**config.mk**
```make
export PLATFORM = sky130hd
export DESIGN_NAME = imhq_heap_mem
export DESIGN_NICKNAME = d
export VERILOG_FILES = /design/src/rtl/core/imhq_heap_mem.sv
export SDC_FILE = /design/constraint.sdc
export NUM_CORES = 2
export LEC_CHECK = 0
export BUFFER_PORTS_ARGS = -buffer_cell sky130_fd_sc_hd__buf_2
export CAP_MARGIN = 0
export CORE_ASPECT_RATIO = 0.8
export CORE_MARGIN = 3
export CORE_UTILIZATION = 50
export DETAILED_ROUTE_END_ITERATION = 8
export PLACE_DENSITY = 0.66
export SLEW_MARGIN = 20
export SYNTH_ARGS = -nofsm -noshare
export SYNTH_HDL_FRONTEND = slang
export SYNTH_SLANG_ARGS = --single-unit
```
**constraint.sdc**
```tcl
create_clock -name aclk -period 5.08 [get_ports aclk]
set_input_delay 1.016 -clock aclk [delete_from_list [all_inputs] [get_ports aclk]]
set_output_delay 1.016 -clock aclk [all_outputs]
set_load 0.05 [all_outputs]
```
**src/rtl/core/imhq_heap_mem.sv**
```systemverilog
// Heap store: one key/id entry per slot, one write and two registered reads.
module imhq_heap_mem #(
    parameter int unsigned DEPTH  = 64,
    parameter int unsigned AW     = 6,
    parameter int unsigned KW     = 32,
    parameter int unsigned IW     = 6
) (
    input  logic          aclk,
    input  logic          wr_en,
    input  logic [AW-1:0] wr_addr,
    input  logic [KW-1:0] wr_key,
    input  logic [IW-1:0] wr_id,
    input  logic [AW-1:0] rd_addr_a,
    input  logic [AW-1:0] rd_addr_b,
    output logic [KW-1:0] rd_key_a,
    output logic [IW-1:0] rd_id_a,
    output logic [KW-1:0] rd_key_b,
    output logic [IW-1:0] rd_id_b
);
    logic [KW+IW-1:0] mem [DEPTH];

    always_ff @(posedge aclk) begin
        if (wr_en) begin
            mem[wr_addr] <= {wr_key, wr_id};
        end
        {rd_key_a, rd_id_a} <= mem[rd_addr_a];
        {rd_key_b, rd_id_b} <= mem[rd_addr_b];
    end
endmodule

```
### Word-level counts from Yosys, hierarchy flattened

Memories as Yosys holds them, arrays and structs flattened. A register that Yosys moved wholly into a read port is not among the register bits.
Cells that the tools add are included.

| storage, ports and cells | value |
|---|---|
| register bits | 0 |
| latch bits | 0 |
| bits in writable memories | 2,432 |
| ROM bits | 0 |
| bits of input ports | 58 |
| word-level logic and storage cells | 3 |
| memories | 1 |

Memories:

| memory | depth | width | rd ports | clocked after memory_dff | wr ports | line | text |
|---|---|---|---|---|---|---|---|
| mem | 64 | 38 | 2 | 2 | 1 | 20 | `logic [KW+IW-1:0] mem [DEPTH];` |

| operators by class | value |
|---|---|
| add/sub/neg operators | 0 |
| multipliers | 0 |
| divide/modulo/power cells | 0 |
| order comparisons | 0 |
| equal/unequal tests | 0 |
| shifts and indexed selects | 0 |
| multiplexer cells | 2 |
| bitwise gates (word level) | 0 |
| reduce and logical (&&, ||, !) cells | 0 |

Operators by type and width:

| kind | count |
|---|---|
| $mux W1 | 2 |

### Logic depth before layout (Yosys ltp)

| logic depth | value |
|---|---|
| depth in word-level cells | 2 |
| gate-level depth with buffers | 10 |
| depth with buffers taken out | 5 |

### Worst setup path after synthesis

Ideal clock, no wire load.

| timing path | value |
|---|---|
| path kind | input-to-reg |
| from | in wr_addr[3] |
| to | mem mem[48][0] (netlist name) (enable) |
| setup time | 480 ps |
| arrival | 4,143 ps |
| required time | 4,600 ps |
| path slack | 456 ps |
| stages on the path | 4 |
| buffers on the path | 1 |
| cells stage by stage | clkbuf_1 nor2b_1 nand4b_1 nor3_1 |

RTL lines:

| what | line | text |
|---|---|---|
| start: declaration | 10 | `input logic [AW-1:0] wr_addr,` |
| end: declaration | 20 |  |

Straight into the memory's write port.

==> impl_metrics.py <==
metrics = {
    "logic_synthesis": {
        "ys_warn_count": 0,
        "synthTopCellsByArea": "edfxtp_1 64%, mux4_2 28%, mux2i_1 1.4%",
        "avgSynthCellArea_um2": 22.37,
        "netlist_area_mm2": 0.1135,
        "synthCells": 5076,
        "synth_edf_count": 2432,
        "synth_nets": 5134,
        "yosys_most_used_dff": "edfxtp_1",
        "ys_ff_latch": 2508,
        "async_flop_share_pct": 0,
        "seq_area_frac_synth_pct": 65.66,
        "yosys.area.top_type_share_pct": 64.32,
        "synth_top_cell_by_area": "edfxtp_1",
        "ys_types": 38,
    },
    "timing": {
        "tightestPinTransition_ps": 1120,
        "setup_viol": 0,
        "worst_clock_skew_ps": 67.70,
        "max_freq_mhz": 279.4,
        "finalHoldViolCount": 0,
        "min_period_ps": 3580,
        "fin_crit_sh_pct": 70.46,
        "rsz0062_at_grt": "no",
        "relSlewSlack_pct": 25.31,
        "drv_slew": 0,
        "tns_ps": 0,
    },
    "status": {
        "status": "complete, no violations",
    },
    "global_route": {
        "antenna_found_initial": 45,
        "grt_pass1_wl_um": 522200,
        "grt.overflow.total": 0,
        "grt.total_usage_pct": 32.74,
        "grt_max_degree": 65,
        "grt_pass1_vias": 62530,
    },
    "clocking": {
        "cts_tree": "yes",
        "cts_sinks": 2508,
        "postCtsSetupBuffers": 0,
        "clk_latency_ps": 940,
        "cts_buffer_depth": 4,
        "clk_pin_slew_ps": 60,
        "cts_root_buf": "clkbuf_16",
        "h-tree-depth": 4,
        "postCtsResizedCells": 0,
        "hold_buffers": 0,
        "numCtsBuffers": 248,
    },
    "floorplan": {
        "core-area_mm2": 0.2244,
        "initial_utilization_pct": 50.60,
        "die-area_mm2": 0.2329,
        "die_h_um": 432.2,
        "row_count": 155,
        "die_w_um": 538.8,
        "pin_count": 134,
    },
    "hold_path": {
        "hp-class": "in2reg",
    },
    "route": {
        "drt_iter0_markers": 9938,
        "vias": 63180,
        "vias_per_cell": 7.366,
        "ant_nets": 0,
        "route.detailed.drc": 0,
        "routedWlPerCell_um": 44.22,
        "wirelength_um": 379300,
        "drt_first_pass_iters": 8,
    },
    "placed_design": {
        "gp_congestion": 0.8688,
        "portBuffers": 133,
        "place_inst": 8089,
        "hpwl_um": 224400,
    },
    "setup_path": {
        "path_max_fanout": 38,
        "crit_chain": "buf_8 -> buf_12 -> buf_4 -> mux4_2 -> mux4_2 -> a211oi_1 -> a21oi_1",
        "critical_path_class": "in2reg",
        "critPathLaunchType": "input pin",
        "slowest_stage": "a211oi_1",
        "end_kind": "flip-flop",
        "max_stage_delay_ps": 770,
        "required_ps": 5770,
        "crit_arrival_ps": 4270,
        "critical_path.most_common_cell": "mux4_2",
    },
    "finish": {
        "fin_cells": 8578,
        "area_delta_synth_final_pct": 13.03,
        "final_nets": 5416,
        "drive_gt1_share_pct": 42.55,
    },
    "power_and_ir_drop": {
        "p_per_area_mw_per_mm2": 358.6,
        "peakVddDrop_uv": 410.3,
        "leakagePower_nw": 40.20,
    },
    "flow_run": {
        "maxCapViolations": 0,
    },
}
flip-flops by register name, summed over array words and instances (netlist names):
register / cells
mem: 2432
rd_key_b: 32
rd_key_a: 32
rd_id_a: 6
rd_id_b: 6
worst max-delay path, delay by kind of cell:
family / cells / cell delay [ps]
multiplexers: 2 / 1000
AO/OA/AOI/OAI: 2 / 1150
buffers and inverters: 3 / 1070
synthesized netlist by cell type, types with 11 or more instances:
cell type     n
dfxtp_1      76
nand2b_1     15
nor2b_1      47
buf_6        13
mux4_2     1415
buf_2       158
o22ai_1      11
o211ai_1     41
buf_4        34
mux2_2       43
a22oi_1      86
mux2i_1     159
nand2_1     119
nor2_1       80
clkbuf_1    152
a211oi_1     47
nand3_1      22
a21oi_1      45
buf_1        48
edfxtp_1   2432
cells by family (layout without fill, tap and decap cells):
group	count (synthesis)	after routing	share of synthesized area, %
flops	2508	2508	65.66
mux	1617	1617	29.90
buf+inv	406	897	1.715
simple gates	298	298	1.188
compound gates	247	247	1.538
other cells	0	28	0
final cells by class:
type / count / area, um^2
Clock buffer: 316 / 6774
Fill cell: 16060 / 96050
Antenna cell: 28 / 70.07
Sequential cell: 2508 / 74550
Clock inverter: 143 / 1585
Inverter: 1 / 3.754
Timing Repair Buffer: 437 / 4048
Tap cell: 2983 / 3732
Multi-Input combinational cell: 2162 / 37570
power by group:
group | internal, mW | switching (mW) | leakage, nW | total, mW
sequential | 22.9 | 0.258 | 22.5 | 23.2
combinational | 1.59 | 2.28 | 13.6 | 3.88
clock | 10.9 | 8.05 | 4.08 | 19.0
total | 35.4 | 10.6 | 40.2 | 46.0
path summary, 6_finish.rpt:
kind | start | endpoint | slack [ps] | cells after the start
min reg2reg | mem[46][27]$_DFFE_PP_ | rd_key_a[21]$_DFF_P_ | 870 | 5
max | rd_addr_b[0] | rd_key_b[19]$_DFF_P_ | 1500 | 7
max reg2reg | mem[2][25]$_DFFE_PP_ | rd_key_b[19]$_DFF_P_ | 2170 | 5
min | wr_key[10] | mem[32][16]$_DFFE_PP_ | 540 | 1
per-stage QoR:
step | instance area, um^2 | util, % | total power, mW | setup slack (ps) | hold WS, ps
global placement | 119800 | 53.40 | 27.45 | 431.6 | 830.4
CTS | 128200 | 57.13 | 46.17 | 1416 | 520.4
floorplan | 113500 | - | 25.90 | 456.2 | 798.9
finish | 128300 | 57.19 | 46.02 | 1500 | 541.9
global route | 128300 | 57.18 | 47.21 | 1354 | 514.0
detailed placement | 119800 | 53.40 | 27.47 | 443.1 | 855.5
layout by cell type (no fill, tap or decap), drive strengths merged, types with 11 or more instances in the layout:
cell type     n
clkinv       91
nand2       119
mux2         43
mux4       1415
clkinvlp     19
a211oi       47
nand3        22
clkbuf      316
o22ai        11
edfxtp     2432
bufinv       30
mux2i       159
nor2b        47
nor2         80
buf         437
diode        28
nand2b       15
dfxtp        76
o211ai       41
a21oi        45
a22oi        86
metal layers:
layer / part of all wire [%] / vias up / track usage [%]
li1: - / 23170 / -
met1: 36 / 34210 / 45.92
met2: 45 / 4908 / 48.21
met3: 14 / 873 / 10.20
met4: 4.9 / 16 / 13.44
met5: 0.028 / - / 0
Note: power is estimated with default switching activity, not from simulation.
