### src/rtl/core/imhq_slot_map.sv
// Position map from id to heap slot, with presence bits cleared at reset.
module imhq_slot_map #(
    parameter int unsigned IDS = 64,
    parameter int unsigned IW  = 6,
    parameter int unsigned AW  = 6
) (
    input  logic          aclk,
    input  logic          aresetn,
    input  logic          wr_en,
    input  logic [IW-1:0] wr_id,
    input  logic [AW-1:0] wr_slot,
    input  logic [IW-1:0] rd_id,
    output logic [AW-1:0] rd_slot,
    input  logic          pres_set,
    input  logic          pres_clr,
    input  logic [IW-1:0] pres_id,
    input  logic [IW-1:0] test_id,
    output logic          test_present
);
    logic [AW-1:0] mem [IDS];
    logic [IDS-1:0] present_reg;

    always_ff @(posedge aclk) begin
        if (wr_en) begin
            mem[wr_id] <= wr_slot;
        end
        rd_slot <= mem[rd_id];
    end

    always_ff @(posedge aclk) begin
        if (!aresetn) begin
            present_reg <= '0;
        end else if (pres_set) begin
            present_reg[pres_id] <= 1'b1;
        end else if (pres_clr) begin
            present_reg[pres_id] <= 1'b0;
        end
    end

    assign test_present = present_reg[test_id];
endmodule

### config.mk
export PLATFORM = sky130hd
export DESIGN_NAME = imhq_slot_map
export DESIGN_NICKNAME = d
export VERILOG_FILES = /design/src/rtl/core/imhq_slot_map.sv
export SDC_FILE = /design/constraint.sdc
export NUM_CORES = 1
export LEC_CHECK = 0
export BUFFER_PORTS_ARGS = -buffer_cell sky130_fd_sc_hd__buf_2
export CELL_PAD_IN_SITES_DETAIL_PLACEMENT = 0
export CELL_PAD_IN_SITES_GLOBAL_PLACEMENT = 1
export CORE_MARGIN = 2
export CORE_UTILIZATION = 25
export CTS_CLUSTER_DIAMETER = 30
export DETAILED_ROUTE_END_ITERATION = 10
export GPL_ROUTABILITY_DRIVEN = 0
export PLACE_DENSITY_LB_ADDON = 0.1
export SLEW_MARGIN = 5
export SYNTH_ARGS = -nofsm -noshare
export SYNTH_HDL_FRONTEND = slang
export SYNTH_SLANG_ARGS = --single-unit
### constraint.sdc
create_clock -name aclk -period 2.5 [get_ports aclk]
set_clock_uncertainty 0.05 [all_clocks]
set_input_delay 0.125 -clock aclk [delete_from_list [all_inputs] [get_ports aclk]]
set_output_delay 0.125 -clock aclk [all_outputs]
set_load 0.01 [all_outputs]
; ---- Word-level counts from Yosys, hierarchy flattened
; Memory sizes are Yosys's and may differ from the RTL's. A register that Yosys moved wholly into a read port is not among the register bits.
; Cells that the tools add are included.
[totals]
in_bits = 35
wordCells = 18
output_inout_bits = 7
ramBits = 384
ff_bits = 64
mem_count = 1
[classes]
n_reduce_logical = 2
n_bitwise = 3
n_lt_le_gt_ge = 3
mux = 8
[memory_table]
columns = memory, words, width, read_ports, rd_clocked_by_memory_dff, write_ports, line_no
row1 = mem, 64, 6, 1, 1, 1, 20  ; logic [AW-1:0] mem [IDS];
[ops]
columns = op, n
row1 = $mux 64, 2
row2 = $and 64x64->64, 1
row3 = $not 64->64, 1
row4 = $or 64x64->64, 1
row5 = $lt 6x7->1 const B, 2
row6 = $bmux 1 s6, 1
row7 = $demux 1 s6, 1
row8 = $ge 6x1->1 const B, 1
row9 = $mux 1, 4
row10 = $reduce_bool 2->1, 1
row11 = $logic_and 1x1->1, 1

; ---- Depth between registers and ports, before layout
; Gate-level depths: netlist (run 1).
[logic_depth]
word_depth = 8
mapped_depth = 8

; ---- Worst setup path after synthesis (run 1)
; No wires, ideal clock.
[synth_path]
path_kind = input to output
from = input test_id[0]
to = output test_present
path_stages = 6
path_buffers = 2
t_arrival_ns = 1.753
t_required_ns = 2.325
slack_ns = 0.572
cell_sequence = buf_2 buf_2 mux4_2 a22oi_1 nand3_1 o311a_1
[synth_between]
elab_chain_len = 2
[synth_lines]
columns = element, line_no
row1 = "start, declared", 17  ; input logic [IW-1:0] test_id,
row2 = $bmux 1 s6, 40  ; assign test_present = present_reg[test_id];
row3 = $mux 1 (not written as such), 40
row4 = "end, declared", 18  ; output logic test_present
; No other way between the ends. The select of a mux whose other input is x is not followed.

==> results.py, run 1 <==
metrics = {
    "layout": {
        "fillerInstances": 7008,
        "drive_gt1_share_pct": 34.1,
        "final-seq-area_um2": 12900,
        "final_cells": 2347,
        "area_growth_pct": 35.6,
        "design_area_um2": 25200,
        "multi_input_area_um2": 5300,
        "n_antenna_cell": 0,
        "fin_nets": 1318,
    },
    "die": {
        "die_h_um": 276,
        "core_area_um2": 73200,
        "dieWidth_um": 276,
        "dieArea_um2": 76400,
        "rows": 99,
        "start_util_pct": 25.3,
        "ios": 42,
    },
    "critical_path": {
        "worst-setup-path-type": "reg -> out",
        "path_cells": "mux4_2 > a22oi_2 > nand3_1 > o311a_1 > buf_2",
        "crit_buf_inv": 1,
        "cp.required_ns": 2.33,
        "cpPeakStageDelay_ns": 0.51,
        "cp-end-kind": "primary output",
        "worst_ep_arrival_time_ns": 2.23,
        "cp_top_family": "multiplexers",
        "path_max_fanout": 2,
        "cp_slowest_cell": "mux4_2",
        "crit_path_start_kind": "register",
    },
    "drt": {
        "first_pass_iters": 5,
        "post_drt_wl_per_cell_um": 22.6,
        "drt-initial-drc-count": 703,
        "via_per_inst": 4.43,
        "vias": 10400,
        "drc": 0,
        "ant_nets": 0,
        "routed_wirelength_um": 53000,
    },
    "clock_network": {
        "cts_tree": "built",
        "clkTransAtPathRegs_ns": 0.05,
        "insertion_delay_ns": 0.69,
        "htreeDepth": 3,
        "cts_buffers": 119,
        "clock_sinks": 454,
        "cts_setup_buffers": 0,
        "cts_buffer_depth": 3,
        "clock-root-buffer": "clkbuf_16",
    },
    "global_routing": {
        "grt_antenna_before_repair": 2,
        "grt_use_met3_pct": 3.06,
        "grt_pass1_wl_um": 78200,
        "grt_use_total_pct": 14.0,
        "grt_pass1_vias": 11200,
        "grt-busiest-layer": "met2",
        "gr-usage-met2_pct": 22.3,
        "overflow": 0,
        "grtUsageMet1_pct": 19.0,
        "grt_max_degree": 65,
    },
    "synthesis": {
        "syn_area_um2": 18500,
        "synthesis.nets": 1092,
        "ys_types": 47,
        "synthTopCellsByArea": "edfxtp_1 62%, mux4_2 13%, dfxtp_1 7.6%",
        "synth_top_area_share_pct": 62.2,
        "synth_commonest_cells": "384 x edfxtp_1, 121 x nor2_1, 106 x mux4_2, 83 x mux2i_1",
        "ys_async_sr_fraction_pct": 0,
        "synthFlopType": "edfxtp_1",
        "synth_area_leader_cell": "edfxtp_1",
        "synth_edf_count": 384,
        "synth.most_common_cell": "edfxtp_1",
        "postSynthCellCount": 1057,
        "synth-seq-area-share_pct": 69.7,
        "yosys_warnings": 0,
        "ys_ff_latch": 454,
        "syn_avg_cell_area_um2": 17.5,
    },
    "sta": {
        "grt_setup_unrepaired": "yes",
        "max_freq_mhz": 416,
        "hold_ws_ns": 0.0512,
        "report.final.slew_viol_count": 0,
        "max_slew_margin_pct": 36.0,
        "setup_viol": 0,
        "fin_crit_sh_pct": 96.2,
        "period_needed_ns": 2.41,
        "tightestPinTransition_ns": 0.960,
        "hold_violations": 0,
    },
    "placed_design": {
        "dpl_cell_area_um2": 20700,
        "portBuffers": 41,
        "dp_cells": 2104,
        "hpwl_um": 33200,
    },
    "run_status": {
        "outcome": "completed",
    },
    "power_and_ir_drop": {
        "vdd_ir_drop_max_uv": 627,
        "p_leak_nw": 8.54,
        "powerDensity_nw_per_um2": 1010,
    },
    "hold_path": {
        "hold_path.class": "in -> reg",
    },
    "flow_run": {
        "cap_violations": 0,
    },
}
-- placed cells by master (no fill, tap or decap), types with 3 or more instances in the layout --
cell / count
buf_2: 38
a21oi_1: 3
nand2_1: 32
nor3b_1: 5
inv_6: 16
o21ai_0: 8
edfxtp_1: 384
nor3_1: 4
a211oi_1: 6
a21o_1: 3
o221ai_1: 7
clkinv_1: 10
clkinvlp_4: 11
dlygate4sd3_1: 17
o22ai_1: 14
clkbuf_16: 119
nand2b_1: 10
or2_2: 3
clkinv_2: 17
nor2_1: 121
clkinv_16: 6
or3_1: 3
mux2i_1: 82
clkbuf_8: 7
clkinv_4: 4
buf_4: 99
mux4_2: 106
clkbuf_1: 15
mux4_1: 9
dfxtp_1: 69
buf_12: 15
nand4_1: 4
nor2b_1: 70
nand3b_1: 6
nand3_1: 10
bufinv_16: 20
-- routing by layer --
metal  part of all wire [%]  vias to the layer above  wire length (um)
met5                  0.030                        -                16
met4                    2.3                        2              1240
met3                    3.8                       99              2000
met2                     47                      221             25100
met1                     47                     5379             24700
li1                       -                     4686                 -
-- tightest hold or removal path: cells and delay by family --
| family | cells | cell delay, ns |
|---|---|---|
| AND/OR/NAND/NOR | 2 | 0.32 |
| buffers and inverters | 1 | 0.14 |
-- cell type report --
type	count	share of cell area (%)
sequential	454	51.4
multi-input combinational	538	21.0
clock buffer	141	12.4
timing repair buffer	170	5.63
tap	959	4.77
clock inverter	85	4.70
-- worst paths after layout --
kind / from / endpoint / slack [ns] / depth (start not counted)
hold reg to reg: register / register / 0.46 / 2
setup / recovery: register / test_present / 0.09 / 5
hold / removal: wr_id[0] / mem[53][4] / 0.05 / 3
setup reg to reg: mem[50][3] / rd_slot[3] / 0.52 / 5
-- power breakdown --
| part | leakage (nW) | switching [W] | internal, W |
|---|---|---|---|
| clock network | 2.07 | 0.00495 | 0.0111 |
| logic | 2.45 | 0.000594 | 0.000394 |
| registers | 4.02 | 0.0000225 | 0.00829 |
-- cell families after synthesis --
logic type	after synthesis	synth area share (%)
buf+inv	65	1.83
mux	201	18.8
flops	454	69.7
compound gates	60	2.29
simple gates	277	7.35
-- stage by stage --
stage / worst slack, ns / util [%] / setup TNS, ns / total power, W
global placement: 0.164 / 28.2 / 0 / 0.00945
finish: 0.0943 / 34.4 / 0 / 0.0253
global route: -0.0166 / 34.4 / -0.0166 / 0.0261
CTS: 0.00507 / 34.3 / 0 / 0.0257
floorplan: 0.572 / - / 0 / 0.00895
detailed placement: 0.161 / 28.2 / 0 / 0.00945
-- repair_timing --
action,4_1_cts,5_1_grt
setup endpoints to repair,1,1
gates resized for setup,1,4
endpoints found under the hold margin,147,0
gates cloned,0,0
hold buffers,17,0
pin swaps,0,1
Power figures use the tool's default switching activity.
==> run 2, diff against run 1 <==
RECOVER_POWER = 50   (was default)
SKIP_CTS_REPAIR_TIMING = 1   (was default)
==> run 2 against run 1 <==
  * The flow now finishes with violations (capacitance limit, slew limit)
  * Worst setup slack about the same
  * Final area fell by 0.38%
  * Hold slack lost 0.016 ns
  * Largest cell class unchanged
==> results.py, run 2 (synthesis gave the netlist of run 1 again) <==
metrics = {
    "power_and_ir_drop": {
        "fin_total_pwr_w": 0.0253,
        "powerDensity_nw_per_um2": 1010,
        "vdd_ir_drop_max_uv": 627,
        "p_leak_nw": 8.46,
    },
    "critical_path": {
        "crit_path_start_kind": "register",
        "ff2ff_setup_slack_ns": 0.52,
        "crit_buf_inv": 1,
        "worst-setup-path-type": "reg -> out",
        "cp_top_family": "multiplexers",
        "cpPeakStageDelay_ns": 0.51,
        "r2r_start": "mem[39][2]",
        "cp-end-kind": "primary output",
        "path_cells": "mux4_2 > a22oi_2 > nand3_1 > o311a_1 > buf_2",
        "path_max_fanout": 2,
        "worstReg2RegEnd": "rd_slot[2]",
        "reg2reg_depth": 5,
        "cp.required_ns": 2.33,
        "worst_ep_arrival_time_ns": 2.23,
        "cp_slowest_cell": "mux4_2",
    },
    "global_routing": {
        "grt_antenna_before_repair": 3,
        "overflow": 0,
        "grt_max_degree": 65,
        "grt_use_total_pct": 14.0,
        "grt_pass1_vias": 11100,
        "grt_pass1_wl_um": 78100,
    },
    "die": {
        "start_util_pct": 25.3,
        "rows": 99,
        "ios": 42,
        "dieWidth_um": 276,
        "die_h_um": 276,
        "dieArea_um2": 76400,
        "core_area_um2": 73200,
    },
    "layout": {
        "area_growth_pct": 35.1,
        "final_common_cell": "edfxtp_1",
        "design_area_um2": 25100,
        "fin_nets": 1317,
        "drive_gt1_share_pct": 32.8,
        "mostFrequentLayoutCells": "384 x edfxtp_1, 121 x nor2_1, 119 x clkbuf_16",
        "n_antenna_cell": 0,
    },
    "sta": {
        "tns_ns": 0,
        "max_freq_mhz": 416,
        "report.final.slew_viol_count": 201,
        "max_slew_margin_pct": -53.1,
        "fin_crit_sh_pct": 96.2,
        "hold_violations": 0,
        "grt_setup_unrepaired": "yes",
        "period_needed_ns": 2.41,
        "setup_viol": 0,
        "tightestPinTransition_ns": 2.30,
    },
    "drt": {
        "routed_wirelength_um": 53000,
        "ant_nets": 0,
        "first_pass_iters": 5,
        "vias": 10400,
        "post_drt_wl_per_cell_um": 22.6,
        "drc": 0,
        "via_per_inst": 4.43,
        "drt-initial-drc-count": 746,
    },
    "run_status": {
        "outcome": "finished, violations left",
        "violations": "capacitance limit, slew limit",
    },
    "clock_network": {
        "cts_buffers": 119,
        "insertion_delay_ns": 0.68,
        "cts_buffer_depth": 3,
        "clock-root-buffer": "clkbuf_16",
        "clock_sinks": 454,
        "htreeDepth": 3,
        "cts_tree": "built",
        "clkTransAtPathRegs_ns": 0.04,
    },
    "hold_path": {
        "hold_path.startpoint": "pres_id[4]",
        "hold_path.class": "in -> reg",
        "hold-path-cell-count": 6,
    },
    "flow_run": {
        "cap_violations": 5,
    },
    "placed_design": {
        "dpl_cell_area_um2": 20700,
        "portBuffers": 41,
        "hpwl_um": 33200,
    },
}
==> run 2: cell count changes in the layout (fill, tap and decap cells not counted) <==
cell,before,now
clkbuf_1,15,33
dlygate4sd3_1,17,16
buf_4,99,86
clkbuf_2,0,3
buf_12,15,13
buf_2,38,32
==> run 2: routing by layer <==
layer / vias up / GRT usage [%] / wire length, um
met4: 2 / 4.61 / 1160
li1: 4686 / - / -
met3: 94 / 3.08 / 2090
met1: 5388 / 19.0 / 24600
met5: - / 0 / 16
met2: 222 / 22.2 / 25100
==> run 2: worst register-to-register path, stage by stage (launching register included) <==
cell and delay [ns]:
edfxtp_1 0.37, mux4_1 0.47, mux4_2 0.47, nor2_1 0.20, a211oi_1 0.13, a21o_1 0.18
==> run 2: worst max path at each step <==
stage | startpoint | slack, ns | depth (start not counted) | end
final | register | 0.09 | 5 | test_present
after floorplan | test_id[0] | 0.57 | 6 | test_present
after CTS | register | -0.0003 | 6 | test_present
after detailed placement | rd_id[0] | 0.16 | 7 | rd_slot[5]
after global routing | register | -0.02 | 6 | test_present
after global placement | rd_id[0] | 0.16 | 7 | rd_slot[5]
==> run 2: final cells by class <==
type / count / area [um2]
fillers: 7022 / 48100
flip-flops and latches: 454 / 12900
multi-input cells: 538 / 5300
clock buffers: 141 / 3130
repair buffers: 169 / 1320
well taps: 959 / 1200
clock inverters: 85 / 1180
==> run 2: stage by stage <==
step	utilization, %	setup WS [ns]	hold slack (ns)	std cells
after CTS	34.1	-0.000301	-0.305	2330
final	34.2	0.0941	0.0351	2346
after global routing	34.2	-0.0166	0.0439	2346
after floorplan	-	0.572	0.174	1057
after global placement	28.2	0.164	0.410	2104
after detailed placement	28.2	0.161	0.416	2104
==> run 2: where the power goes <==
group / switching, W / internal [W]
clock: 0.00495 / 0.0111
combinational: 0.000594 / 0.000382
sequential: 0.0000229 / 0.00830
total: 0.00556 / 0.0197
==> run 3, diff against run 2 <==
CORE_ASPECT_RATIO = 0.7   (was default)
PLACE_DENSITY = 0.42   (was default)
PLACE_DENSITY_LB_ADDON = default   (was 0.1)
==> run 3 against run 2 <==
  * The run ends with hold timing, capacitance limit, slew limit left
  * Final area is 3.7% lower
  * Critical path depth is 1 higher
  * Final cell count decreased by 1.3%
  * Largest cell class unchanged
  * Hold slack lost 0.035 ns
  * Register-to-register slack lost 0.30 ns
  * Highest routed layer is now met4
  * First-iteration DRC count increased by 15%
  * Sequential share of layout area grew 2.0 points
  * Via count is 0.47% lower
==> results.py, run 3 (synthesis gave the netlist of run 1 again) <==
metrics = {
    "layout": {
        "final_cells": 2316,
        "drive_gt1_share_pct": 31.2,
        "n_antenna_cell": 0,
        "mostFrequentLayoutCells": "384 x edfxtp_1, 121 x nor2_1, 106 x mux4_2",
        "final_common_cell": "edfxtp_1",
        "fin_nets": 1295,
        "area_growth_pct": 30.2,
    },
    "drt": {
        "drc": 0,
        "routed_wirelength_um": 52400,
        "ant_nets": 0,
        "via_per_inst": 4.47,
        "drt-initial-drc-count": 857,
        "first_pass_iters": 4,
        "vias": 10300,
        "post_drt_wl_per_cell_um": 22.6,
    },
    "placed_design": {
        "dp_cells": 2128,
        "portBuffers": 41,
        "hpwl_um": 33600,
    },
    "hold_path": {
        "hold_path.startpoint": "wr_id[2]",
        "hold-path-cell-count": 3,
        "hold_end": "mem[52][4]",
        "hold_path.class": "in -> reg",
    },
    "clock_network": {
        "cts_buffers": 100,
        "clock_sinks": 454,
        "clock-root-buffer": "clkbuf_16",
        "cts_tree": "built",
        "insertion_delay_ns": 0.65,
        "clkTransAtPathRegs_ns": 0.05,
        "cts_buffer_depth": 3,
        "htreeDepth": 3,
    },
    "run_status": {
        "violations": "hold timing, capacitance limit, slew limit",
        "outcome": "finished, violations left",
    },
    "global_routing": {
        "grt_pass1_vias": 10700,
        "grt_antenna_before_repair": 2,
        "grt_use_total_pct": 14.0,
        "grt_max_degree": 65,
        "overflow": 0,
        "grt_pass1_wl_um": 76800,
    },
    "sta": {
        "period_needed_ns": 2.40,
        "fin_crit_sh_pct": 96.2,
        "max_freq_mhz": 416,
        "max_slew_margin_pct": -23.9,
        "tns_ns": 0,
        "tightestPinTransition_ns": 1.86,
        "grt_setup_unrepaired": "no",
        "report.final.slew_viol_count": 71,
        "hold_violations": 1,
        "hold_ws_ns": -0.0000285,
        "setup_viol": 0,
    },
    "critical_path": {
        "crit_path_start_kind": "register",
        "worstReg2RegEnd": "rd_slot[2]",
        "r2r_start": "mem[55][2]",
        "path_max_fanout": 2,
        "cp.required_ns": 2.33,
        "worst_ep_arrival_time_ns": 2.23,
        "worst-setup-path-type": "reg -> out",
        "reg2reg_depth": 5,
        "ff2ff_setup_slack_ns": 0.22,
        "cp-end-kind": "primary output",
    },
    "die": {
        "rows": 83,
        "start_util_pct": 25.3,
        "die_h_um": 232,
        "ios": 42,
        "dieArea_um2": 76400,
        "core_area_um2": 73400,
        "dieWidth_um": 330,
    },
    "power_and_ir_drop": {
        "powerDensity_nw_per_um2": 944,
        "p_leak_nw": 8.00,
        "vdd_ir_drop_max_uv": 505,
    },
    "flow_run": {
        "cap_violations": 2,
    },
}
## run 3: cell count changes in the layout (fill, tap and decap cells not counted), moves of 5 or more
cell           change
bufinv_16          -5
clkbuf_16         -19
clkbuf_8           -7
clkinv_16          -5
clkinv_2           -7
clkinv_4           +9
dlygate4sd3_1      -9
## run 3: power breakdown
group	leakage (nW)	switching (W)	internal, W	total, W
registers	4.02	0.0000227	0.00829	0.00831
logic	2.30	0.000608	0.000376	0.000984
clock network	1.68	0.00453	0.00897	0.0135
## run 3: worst max-delay path by stage
stage	endpoint	cells after the start	from	slack [ns]
2_1_floorplan	test_present	6	test_id[0]	0.57
3_3_place_gp	rd_slot[2]	7	rd_id[0]	-0.06
3_5_place_dp	rd_slot[2]	7	rd_id[0]	-0.01
4_1_cts	test_present	6	register	-0.1
5_1_grt	test_present	6	register	0.00003
6_report	test_present	6	register	0.1
## run 3: worst max-delay path: stages (launching register included)
cell and delay (ns):
dfxtp_1 0.31, mux4_2 0.47, and3b_1 0.19, a31oi_2 0.21, nand4b_1 0.12, o311a_1 0.14
buf_2 0.14
## run 3: per-layer routing
metal | wire, um | GRT usage [%] | vias up
met2 | 21200 | 18.6 | 264
met3 | 2660 | 3.33 | 88
met1 | 27300 | 21.9 | 5376
met4 | 1220 | 4.62 | 0
met5 | 0 | 0 | -
li1 | - | - | 4615
## run 3: layout make-up
type                    instances  area (um2)
clock buffers                 106        2520
clock inverters                75         965
fillers                      7040       49300
multi-input cells             538        5300
flip-flops and latches        454       12900
well taps                     977        1220
repair buffers                166        1200
## run 3: stage by stage
step | hold slack (ns) | setup slack, ns | total power (W) | util, % | cell area [um2]
after floorplan | 0.174 | 0.572 | 0.00895 | - | 18500
after global placement | 0.410 | -0.0631 | 0.00946 | 28.2 | 20700
after detailed placement | 0.424 | -0.00959 | 0.00945 | 28.2 | 20700
after CTS | -0.274 | -0.0991 | 0.0231 | 32.9 | 24200
after global routing | 0.0125 | 0.0000335 | 0.0235 | 32.9 | 24100
final | -0.0000285 | 0.0953 | 0.0228 | 32.9 | 24100
